[src/rtl/core/assert_macros.svh]
// Assertion macros for the RTL files of the matcher.
`ifndef ASSERT_MACROS_SVH
`define ASSERT_MACROS_SVH

// Property checked on every rising edge of clk, switched off while rst_n is low.
`define WBSM_ASSERT(label, prop, msg) \
    label: assert property (@(posedge clk) disable iff (!rst_n) (prop)) else $error(msg);

// Property checked on every rising edge of clk, reset included.
`define WBSM_ASSERT_ALWAYS(label, prop, msg) \
    label: assert property (@(posedge clk) (prop)) else $error(msg);

`endif

[src/rtl/core/wbsm_pkg.sv]
// Package of shared types, constants and byte helpers for the matcher.
`timescale 1ns / 1ps

package wbsm_pkg;

    localparam logic [7:0] CHAR_SPACE     = 8'h20;
    localparam logic [7:0] CHAR_PERIOD    = 8'h2E;
    localparam logic [7:0] CHAR_COMMA     = 8'h2C;
    localparam logic [7:0] CHAR_SEMICOLON = 8'h3B;
    localparam logic [7:0] CHAR_QUESTION  = 8'h3F;
    localparam logic [7:0] CHAR_EXCLAIM   = 8'h21;
    localparam logic [7:0] CHAR_COLON     = 8'h3A;
    localparam logic [7:0] CHAR_LOWER_A   = 8'h61;
    localparam logic [7:0] CHAR_LOWER_Z   = 8'h7A;
    localparam logic [7:0] CASE_OFFSET    = 8'h20;

    // Configuration register indexes.
    localparam logic [2:0] REG_PATTERN_LENGTH = 3'd0;
    localparam logic [2:0] REG_FOLD_CASE      = 3'd1;
    localparam logic [2:0] REG_WHOLE_WORD     = 3'd2;
    localparam logic [2:0] REG_PATTERN_A      = 3'd3;
    localparam logic [2:0] REG_PATTERN_B      = 3'd4;
    localparam logic [2:0] REG_PATTERN_C      = 3'd5;
    localparam logic [2:0] REG_PATTERN_D      = 3'd6;

    localparam int PATTERN_BITS = 256;

    // Per-text flags carried between bytes.
    typedef struct packed {
        logic prev_boundary;
        logic ended_before;
        logic found_so_far;
    } flags_t;

    function automatic logic is_delim(input logic [7:0] c);
        return (c == CHAR_SPACE) || (c == CHAR_PERIOD) || (c == CHAR_COMMA) ||
               (c == CHAR_SEMICOLON) || (c == CHAR_QUESTION) ||
               (c == CHAR_EXCLAIM) || (c == CHAR_COLON);
    endfunction

    function automatic logic [7:0] upper_ascii(input logic [7:0] c);
        return ((c >= CHAR_LOWER_A) && (c <= CHAR_LOWER_Z)) ? (c - CASE_OFFSET) : c;
    endfunction

endpackage

[src/rtl/core/word_boundary_substring_matcher.sv]
// Top level of the streaming word-boundary substring matcher.
`timescale 1ns / 1ps
// Usage:
// Text bytes enter on the input channel (in_valid, in_stall, text_byte, last_byte);
// each accepted transaction carries one byte, and last_byte marks the end of a text.
// One result transaction (found) leaves on the output channel (out_valid,
// out_stall, found) for every text, after its last byte.
// The configuration port (cfg_we, cfg_index, cfg_data) writes one register per
// cycle: 0 pattern_length, 1 fold_case, 2 whole_word, 3 to 6 the pattern words.
// Writes take effect for the next byte processed; indexes beyond 6 are ignored.
// A byte is captured in an input register and then processed by a single shift-and
// step, and the step's found for a last byte is held in the result register.
// One byte is accepted every cycle, including while a result waits.
// Only a last byte that finds the result register still occupied and stalled
// holds the input register, which raises in_stall until the result is taken.
// Reset loads the register reset values (length one, exact, substring mode,
// zero pattern) and clears the per-text state and both valid flags. After
// every last byte the per-text state returns to its start values.

`include "assert_macros.svh"

module word_boundary_substring_matcher #(
    parameter int PATTERN_MAX = 32
) (
    input  logic        clk,
    input  logic        rst_n,
    input  logic        cfg_we,
    input  logic [2:0]  cfg_index,
    input  logic [63:0] cfg_data,
    input  logic        in_valid,
    output logic        in_stall,
    input  logic [7:0]  text_byte,
    input  logic        last_byte,
    output logic        out_valid,
    input  logic        out_stall,
    output logic        found
);

    localparam logic [5:0] MAX_LEN = 6'(PATTERN_MAX);

    localparam wbsm_pkg::flags_t FLAGS_START = '{prev_boundary: 1'b1,
                                                 ended_before:  1'b0,
                                                 found_so_far:  1'b0};

    // Configuration registers.
    logic [5:0]       pattern_length_reg;
    logic             fold_case_reg;
    logic             whole_word_reg;
    logic [3:0][63:0] pattern_reg;

    // Input register.
    logic       s1_valid_reg;
    logic [7:0] s1_byte_reg;
    logic       s1_last_reg;

    // Per-text state.
    logic [PATTERN_MAX-1:0] partial_reg;
    wbsm_pkg::flags_t       flags_reg;

    // Result register.
    logic out_valid_reg;
    logic found_reg;

    logic                   in_accept;
    logic                   s1_move;
    logic                   s1_fire;
    logic [5:0]             len_m1;
    logic [PATTERN_MAX-1:0] partial_next;
    wbsm_pkg::flags_t       flags_next;
    logic                   found_next;

    always_ff @(posedge clk or negedge rst_n)
    begin
        if (!rst_n)
        begin
            pattern_length_reg <= 6'd1;
            fold_case_reg      <= 1'b0;
            whole_word_reg     <= 1'b0;
            pattern_reg        <= '0;
        end
        else if (cfg_we)
        begin
            unique case (cfg_index)
                wbsm_pkg::REG_PATTERN_LENGTH: pattern_length_reg <= cfg_data[5:0];
                wbsm_pkg::REG_FOLD_CASE:      fold_case_reg      <= cfg_data[0];
                wbsm_pkg::REG_WHOLE_WORD:     whole_word_reg     <= cfg_data[0];
                wbsm_pkg::REG_PATTERN_A:      pattern_reg[0]     <= cfg_data;
                wbsm_pkg::REG_PATTERN_B:      pattern_reg[1]     <= cfg_data;
                wbsm_pkg::REG_PATTERN_C:      pattern_reg[2]     <= cfg_data;
                wbsm_pkg::REG_PATTERN_D:      pattern_reg[3]     <= cfg_data;
                default:                      ;
            endcase
        end
    end

    // A zero length acts as one; lengths past the pattern storage saturate.
    always_comb
    begin
        if (pattern_length_reg == 6'd0)
        begin
            len_m1 = 6'd0;
        end
        else if (pattern_length_reg > MAX_LEN)
        begin
            len_m1 = MAX_LEN - 6'd1;
        end
        else
        begin
            len_m1 = pattern_length_reg - 6'd1;
        end
    end

    // Only a last byte needs the result register; other bytes always move on.
    assign s1_move   = !s1_last_reg || !out_valid_reg || !out_stall;
    assign s1_fire   = s1_valid_reg && s1_move;
    assign in_stall  = s1_valid_reg && !s1_move;
    assign in_accept = in_valid && !in_stall;

    always_ff @(posedge clk or negedge rst_n)
    begin
        if (!rst_n)
        begin
            s1_valid_reg <= 1'b0;
        end
        else if (in_accept)
        begin
            s1_valid_reg <= 1'b1;
        end
        else if (s1_fire)
        begin
            s1_valid_reg <= 1'b0;
        end
    end

    always_ff @(posedge clk)
    begin
        if (in_accept)
        begin
            s1_byte_reg <= text_byte;
            s1_last_reg <= last_byte;
        end
    end

    wbsm_step #(
        .PATTERN_MAX (PATTERN_MAX)
    ) u_step (
        .pattern_flat (pattern_reg),
        .len_m1       (len_m1),
        .fold_case    (fold_case_reg),
        .whole_word   (whole_word_reg),
        .text_byte    (s1_byte_reg),
        .last_byte    (s1_last_reg),
        .partial_in   (partial_reg),
        .flags_in     (flags_reg),
        .partial_out  (partial_next),
        .flags_out    (flags_next),
        .found_out    (found_next)
    );

    // The text state restarts after its last byte.
    always_ff @(posedge clk or negedge rst_n)
    begin
        if (!rst_n)
        begin
            partial_reg <= '0;
            flags_reg   <= FLAGS_START;
        end
        else if (s1_fire)
        begin
            if (s1_last_reg)
            begin
                partial_reg <= '0;
                flags_reg   <= FLAGS_START;
            end
            else
            begin
                partial_reg <= partial_next;
                flags_reg   <= flags_next;
            end
        end
    end

    always_ff @(posedge clk or negedge rst_n)
    begin
        if (!rst_n)
        begin
            out_valid_reg <= 1'b0;
        end
        else if (s1_fire && s1_last_reg)
        begin
            out_valid_reg <= 1'b1;
        end
        else if (!out_stall)
        begin
            out_valid_reg <= 1'b0;
        end
    end

    always_ff @(posedge clk)
    begin
        if (s1_fire && s1_last_reg)
        begin
            found_reg <= found_next;
        end
    end

    assign out_valid = out_valid_reg;
    assign found     = found_reg;

    // The input side only waits behind a finished text whose result is blocked.
    `WBSM_ASSERT(a_stall_cause, in_stall |-> (s1_valid_reg && s1_last_reg && out_valid_reg),
                 "input stalled without a blocked result")
    // A processed last byte leaves the text state at its start values.
    `WBSM_ASSERT(a_text_restart, (s1_fire && s1_last_reg) |=>
                 ((partial_reg == '0) && (flags_reg == FLAGS_START)),
                 "text state not restarted after last byte")
    // A new result appears only for a last byte processed in the cycle before.
    `WBSM_ASSERT(a_result_source, $rose(out_valid_reg) |-> $past(s1_fire && s1_last_reg),
                 "result raised without a last byte")
    // During and after reset a stall is never raised while the input register is empty.
    `WBSM_ASSERT_ALWAYS(a_stall_needs_item, !(in_stall && !s1_valid_reg),
                        "stall raised with an empty input register")

endmodule

[src/rtl/core/wbsm_step.sv]
// Shift-and update for one text byte: compare vector, partial matches and hit.
`timescale 1ns / 1ps

module wbsm_step #(
    parameter int PATTERN_MAX = 32
) (
    input  logic [wbsm_pkg::PATTERN_BITS-1:0] pattern_flat,
    input  logic [5:0]                        len_m1,
    input  logic                              fold_case,
    input  logic                              whole_word,
    input  logic [7:0]                        text_byte,
    input  logic                              last_byte,
    input  logic [PATTERN_MAX-1:0]            partial_in,
    input  wbsm_pkg::flags_t                  flags_in,
    output logic [PATTERN_MAX-1:0]            partial_out,
    output wbsm_pkg::flags_t                  flags_out,
    output logic                              found_out
);

    logic [PATTERN_MAX-1:0] eq;
    logic [PATTERN_MAX-1:0] shifted;
    logic [7:0]             text_cmp;
    logic [7:0]             pat_cmp;
    logic                   full;
    logic                   delim;
    logic                   hit;

    assign text_cmp = fold_case ? wbsm_pkg::upper_ascii(text_byte) : text_byte;
    assign delim    = wbsm_pkg::is_delim(text_byte);

    // One compare per pattern position; positions past the length never match.
    always_comb
    begin
        pat_cmp = '0;
        eq      = '0;
        for (int i = 0; i < PATTERN_MAX; i++)
        begin
            pat_cmp = fold_case ? wbsm_pkg::upper_ascii(pattern_flat[i*8 +: 8])
                                : pattern_flat[i*8 +: 8];
            eq[i] = (6'(i) <= len_m1) && (pat_cmp == text_cmp);
        end
    end

    always_comb
    begin
        shifted    = partial_in << 1;
        shifted[0] = !whole_word || flags_in.prev_boundary;
    end

    assign partial_out = shifted & eq;

    always_comb
    begin
        full = 1'b0;
        for (int i = 0; i < PATTERN_MAX; i++)
        begin
            if (len_m1 == 6'(i))
            begin
                full = partial_out[i];
            end
        end
    end

    assign hit = whole_word ? ((flags_in.ended_before && delim) || (last_byte && full))
                            : full;

    assign flags_out.prev_boundary = delim;
    assign flags_out.ended_before  = full;
    assign flags_out.found_so_far  = flags_in.found_so_far || hit;
    assign found_out               = flags_in.found_so_far || hit;

endmodule
[config.mk]
export PLATFORM = sky130hd
export DESIGN_NAME = word_boundary_substring_matcher
export DESIGN_NICKNAME = d
export VERILOG_FILES = /design/src/rtl/core/wbsm_pkg.sv /design/src/rtl/core/word_boundary_substring_matcher.sv /design/src/rtl/core/wbsm_step.sv
export VERILOG_INCLUDE_DIRS = /design/src /design/src/rtl/core
export SDC_FILE = /design/constraint.sdc
export NUM_CORES = 1
export LEC_CHECK = 0
export BUFFER_PORTS_ARGS = -buffer_cell sky130_fd_sc_hd__buf_2
export CELL_PAD_IN_SITES_DETAIL_PLACEMENT = 0
export CELL_PAD_IN_SITES_GLOBAL_PLACEMENT = 1
export CORE_ASPECT_RATIO = 1.75
export CORE_MARGIN = 1.5
export CORE_UTILIZATION = 30
export CTS_CLUSTER_DIAMETER = 150
export DETAILED_ROUTE_END_ITERATION = 8
export PLACE_DENSITY = 0.66
export SYNTH_ARGS = -nofsm -noshare
export SYNTH_HDL_FRONTEND = slang
export SYNTH_HIERARCHICAL = 1
export SYNTH_SLANG_ARGS = --single-unit
[constraint.sdc]
create_clock -name clk -period 4.1 [get_ports clk]
set_input_delay 0 -clock clk [delete_from_list [all_inputs] [get_ports clk]]
set_output_delay 0 -clock clk [all_outputs]
set_load 0.1 [all_outputs]
==> impl_results.md, run 1 <==
- Root Buffer: clkbuf_16
- Worst r2r src: pattern_length_reg[0]
- Fin crit period: about 3.9 ns
- Wire length on met1: between 20000 and 25000 um
- Peak Freq: 256 MHz
- Leak: 9.27 nW
- Delay-heaviest family, CP: simple AND/OR/NAND/NOR gates
- Final instance area: 22500 sq um
- Remaining DRCs: 0
- CP arrival: about 4.4 ns
- Total Power: between 10 and 15 mW
- Fillers: 6185
- PD cells: ~490 nW/um^2
- CTS Buf Count: 31
- Max reg flops: approximately 260
- Critical Path, Cell by Cell: inv_1 -> ha_2 -> nor2b_1 -> nand2_1 -> maj3_1 -> or2_2 -> nor3_2 -> nor3_1 -> and4_2 -> o31a_1 -> o221ai_1 -> a211oi_1 -> buf_4 -> nand3_1 -> nand3_1 -> a22o_1
- # setup viols final: 0
- DR vias/cell: between 5 and 6
- I/O pins: 84
- Ant. Diodes: 0
- Crit Path Category: flop to flop
- Vert. Die Dim: around 330 um
- Highest metal used: met4
- Vias in the first global route: ~15000
- Routed wl met2: about 33000 um
- Initial antenna violation count: 0
- Avg WL per Cell: around 22 um
- Critical Path Max Stage Delay: between 0.4 and 0.5 ns
- Max-slew violation count: 0
- First-pass GRT wire length: between 90000 and 100000 um
- Largest net degree at the start of global routing: 96
- Crit end category: flop
- Worst-path fanout max: 6
- Fin crit share: 0.953
- IO Port Bufs: a little over 80
- RSZ-0062 raised after global routing: yes
- Placement Cell Area: around 20000 sq um
- Area Growth Syn to Fin: 19.7%
- CP required: ~4.6 ns
- Critical path origin: pattern_length_reg[0]
- Mapped cell area: about 19000 sq um
- GR Util All Layers: 0.190
- Syn nets: about 1900
- Synthesized instance count: 1764
- TritonRoute pass-1 iters: 6
- Share of post-route cells with drive strength above 1: 0.267
- Remaining antenna violation count: 0
- Starting Density: 0.303
- Final Hold Viols: 0
- Clk_skew: between 0.02 and 0.03 ns
- Multi-input gate area: just over 10000 sq um
- Bufs on Longest Clock Path: 3
- RePlAce Congestion: 0.897
- Final Net Count: 2077
- Reg area: 7810 sq um
- Max-cap violations: 0
- Clk sink count: 310
- Max IR drop VDD: 0.260 mV
- Critical Path Most Common Cell: nand3_1
- Clock-pin slew on the worst setup and hold paths: 0.07 ns
- Worst-margin pin slew: between 1 and 1.5 ns
- Die Width: roughly 190 um
- CTS tree: yes
- CP max-delay cell: maj3_1
- Buf/Inv on CP: 2
- Initial DRC count: slightly above 800
- Routed WL: approximately 61000 um
- Metal3 WL: between 1500 and 2000 um
- Total Die Area: about 64000 sq um
- Total grt overflow: 0
- HPWL Detailed: roughly 44000 um
- Vias: about 15000
- Cell row count: between 100 and 150
- Hold Crit Start: text_byte[4]
- Worst skew pair latency: between 0.6 and 0.7 ns
- Min-delay worst type: primary input to flop
- H-Tree Level Count: 1
- Syn avg cell area: 10.6 sq um
- Warnings from Yosys: 6
- Core box area: 62100 sq um
- Startpoint types: flop
- Run status: finished, final reports clean
- Rel. slew slack: 0.301
## area by class of cell
type / count / share of cell area
multi-input combinational: 1253 / 0.452
sequential: 310 / 0.347
timing repair buffer: 249 / 0.0900
tap: 799 / 0.0445
clock buffer: 40 / 0.0387
inverter: 115 / 0.0192
clock inverter: 17 / 0.00807
## power by group
group          leakage, nW  internal [mW]  switching (mW)  total (mW)
sequential            3.76           3.68           0.713        4.39
combinational         5.00           1.69            1.90        3.59
clock                0.517           1.69            1.30        2.99
total                 9.27           7.06            3.91        11.0
## metrics by stage
stage	setup WS [ns]	utilization	hold slack [ns]	cells	setup TNS (ns)
final	0.191	0.362	0.117	2783	0
after global routing	-0.0169	0.362	0.0983	2783	-0.0237
after CTS	0.0132	0.361	0.0872	2782	0
after detailed placement	-0.124	0.329	0.0598	2640	-0.326
after global placement	-0.157	0.329	0.0454	2640	-0.418
after floorplan	0.218	-	-0.296	1764	0
## path summary, 6_finish.rpt
check,slack (ns),end,cells after the start
min reg2reg,0.50,pattern_reg[247],1
max,0.19,flags_reg[0],16
min,0.12,s1_byte_reg[4],2
max in group asynchronous,2.64,pattern_reg[160],4
min in group asynchronous,0.48,pattern_reg[215],3
max reg2reg,0.19,flags_reg[0],16
## placed cells by master, fill, tap and decap left out, types with 21 or more instances in the layout
| master | count |
|---|---|
| a21oi_1 | 51 |
| a22o_1 | 34 |
| buf_2 | 82 |
| buf_4 | 70 |
| clkbuf_16 | 32 |
| dfrtp_1 | 298 |
| dlygate4sd3_1 | 84 |
| ha_1 | 35 |
| inv_1 | 115 |
| mux2_2 | 252 |
| nand2_1 | 102 |
| nand3_1 | 39 |
| nand4_1 | 38 |
| nor2_1 | 60 |
| nor3_1 | 35 |
| nor4_1 | 21 |
| o21ai_0 | 38 |
| o31ai_1 | 27 |
| o41ai_1 | 33 |
| or4_1 | 26 |
| xnor2_1 | 160 |
| xor2_1 | 88 |
## layer usage
layer | up-vias | track usage
met3 | 116 | 0.0170
met4 | 0 | 0.0843
met2 | 305 | 0.366
met5 | - | 0
li1 | 6755 | -
met1 | 7402 | 0.207
## timing repair
action | in CTS | in global routing
buffers inserted | 0 | 1
hold buffers | 85 | 0
endpoints found under the hold margin | 391 | 0
gates resized for setup | 5 | 23
endpoints found under the setup margin | 3 | 3
pin swaps | 0 | 7
## worst reg2reg max path, stage by stage, from the launching register on
cell      delay (ns)
dfstp_2         0.38
inv_1           0.10
ha_2            0.23
nor2b_1         0.20
nand2_1         0.10
maj3_1          0.48
or2_2           0.44
nor3_2          0.35
nor3_1          0.10
and4_2          0.31
o31a_1          0.31
o221ai_1        0.16
a211oi_1        0.11
buf_4           0.16
nand3_1         0.06
nand3_1         0.12
a22o_1          0.21
Power figures use the tool's default switching activity.
==> run 2, diff against run 1 <==
Settings changed: CTS_BUF_LIST from default to sky130_fd_sc_hd__clkbuf_8.
==> run 2 against run 1 <==
Routed wire length rose by 0.73%. Critical path depth fell by 2. Clock skew fell by 0.0071 ns. Critical endpoint unchanged. Fmax rose by 0.42%. Largest cell class unchanged. Die area did not move. Highest routed layer unchanged.
==> impl_results.md, run 2 (synthesis gave the netlist of run 1 again) <==
- Run status: finished, final reports clean
- Critical Path, Cell by Cell: inv_1 -> ha_2 -> nor3b_1 -> or3b_2 -> nand3_2 -> a31oi_1 -> or4_1 -> nor4_4 -> o32ai_2 -> or4b_4 -> nor2_1 -> nand3_1 -> nand3_1 -> a22o_1
- Cell row count: between 100 and 150
- Max IR drop VDD: roughly 0.22 mV
- Crit Path Category: flop to flop
- Placed insts: 2640
- Area Growth Syn to Fin: 20.2%
- Max reg flops: ~260
- Leak: roughly 9.4 nW
- Min-delay worst type: primary input to flop
- I/O pins: 84
- Remaining antenna violation count: 0
- Final Hold Viols: 0
- Worst-margin pin slew: around 1.1 ns
- Avg WL per Cell: approximately 22 um
- CP max-delay cell: or4_1
- DR vias/cell: about 5.2
- CP arrival: roughly 4.4 ns
- Most frequent cells in the layout: dfrtp_1 (298), mux2_2 (252), xnor2_1 (160)
- GR Util All Layers: 0.193
- CTS Buf Count: 48
- Clk_skew: about 0.023 ns
- Post-Layout Cell Count: between 2000 and 3000
- Largest net degree at the start of global routing: 96
- Worst-path fanout max: 6
- Clk sink count: 310
- Vias in the first global route: 15300
- Fin crit share: 0.949
- Final Net Count: ~2100
- Vias: between 10000 and 15000
- Initial antenna violation count: 1
- Total grt overflow: 0
- TritonRoute pass-1 iters: 5
- Worst slack at placement: -0.124 ns
- Initial DRC count: about 770
- Share of post-route cells with drive strength above 1: 0.279
- Startpoint types: flop
- Total Die Area: about 64000 sq um
- CTS tree: yes
- Vert. Die Dim: ~330 um
- Rel. slew slack: 0.289
- # setup viols final: 0
- Final worst slack: between 0.2 and 0.25 ns
- HPWL Detailed: about 44000 um
- RePlAce Congestion: 0.897
- H-Tree Level Count: 2
- Root Buffer: clkbuf_8
- Die Width: between 150 and 200 um
- Max-slew violation count: 0
- Commonest non-fill, non-tap cell in the layout: dfrtp_1
- IO Port Bufs: 83
- First-pass GRT wire length: 93000 um
- Bufs on Longest Clock Path: 3
- Remaining DRCs: 0
- RSZ-0062 raised after global routing: no
- Routed WL: 61300 um
- Post-CTS Setup Repair Bufs: 0
- Core box area: 62100 sq um
- Fin crit period: approximately 3.9 ns
- Grt met2 use: 0.363
- GR met1 Demand/Resource: 0.207
- Worst skew pair latency: approximately 0.62 ns
- Clock-pin slew on the worst setup and hold paths: roughly 0.070 ns
- PD cells: 488 nW/um^2
- Max-cap violations: 0
- Critical Path Max Stage Delay: 0.59 ns
- CP required: 4.65 ns
- Peak Freq: 257 MHz
- Starting Density: 0.303
- Met3 GRT Util: 0.0214
- Crit end category: flop
- GRT busiest layer: met2
- Critical Path Most Common Cell: nand3_1
## run 2: cell types whose count changed in the layout (fill, tap and decap cells not counted), sizes merged
cell	before	now
inv	117	122
bufinv	3	5
diode	0	1
clkinvlp	3	2
clkinv	9	13
dlygate4sd3	84	83
buf	165	164
clkbuf	40	62
## run 2: worst paths after layout
kind | startpoint | end | slack (ns) | depth (start not counted)
min in group asynchronous | rst_n | pattern_reg[113] | 0.33 | 3
worst min-delay path | text_byte[4] | s1_byte_reg[4] | 0.09 | 2
max in group asynchronous | rst_n | pattern_reg[162] | 3.01 | 4
worst max register to register | pattern_length_reg[0] | flags_reg[0] | 0.21 | 14
worst min register to register | pattern_reg[247] | pattern_reg[247] | 0.50 | 1
worst max-delay path | pattern_length_reg[0] | flags_reg[0] | 0.21 | 14
## run 2: cell type report
class / instances / area, sq um
antenna: 1 / 2.50
clock buffer: 62 / 853
clock inverter: 27 / 256
fill: 6204 / 39500
inverter: 115 / 432
multi-input combinational: 1253 / 10200
sequential: 310 / 7810
tap: 799 / 1000
timing repair buffer: 247 / 2020
## run 2: critical path, delay by kind of cell, from the launching register on
kind | cells | cell delay, ns
fa+ha+maj | 1 | 0.22
simple gates | 9 | 2.55
compound gates | 3 | 0.42
flops | 1 | 0.55
buf+inv | 1 | 0.07
## run 2: routing by layer
metal / share of wire / up-vias
li1: - / 6791
met1: 0.38 / 7425
met2: 0.54 / 303
met3: 0.028 / 140
met4: 0.053 / 0
met5: 0 / -
## run 2: through the flow
stage / TNS (ns) / total power, mW / hold slack (ns) / area, sq um / utilization
global placement: -0.418 / 7.80 / 0.0454 / 20500 / 0.329
detailed placement: -0.326 / 7.90 / 0.0598 / 20500 / 0.329
floorplan: 0 / 6.61 / -0.296 / 18800 / -
finish: 0 / 11.0 / 0.0943 / 22600 / 0.364
CTS: 0 / 11.1 / 0.0412 / 22500 / 0.362
global route: 0 / 11.7 / 0.0675 / 22600 / 0.364
## run 2: what timing repair did
action | CTS | global route
resized for setup | 7 | 26
hold buffers | 84 | 0
endpoints found under the hold margin | 419 | 0
setup endpoints to repair | 3 | 3
pin swaps | 0 | 9
## run 2: where the power goes
group	leakage, nW	internal, mW	total [mW]	switching [mW]
Combinational	5.01	1.69	3.61	1.92
Clock	0.605	1.68	3.01	1.33
Sequential	3.76	3.68	4.39	0.714
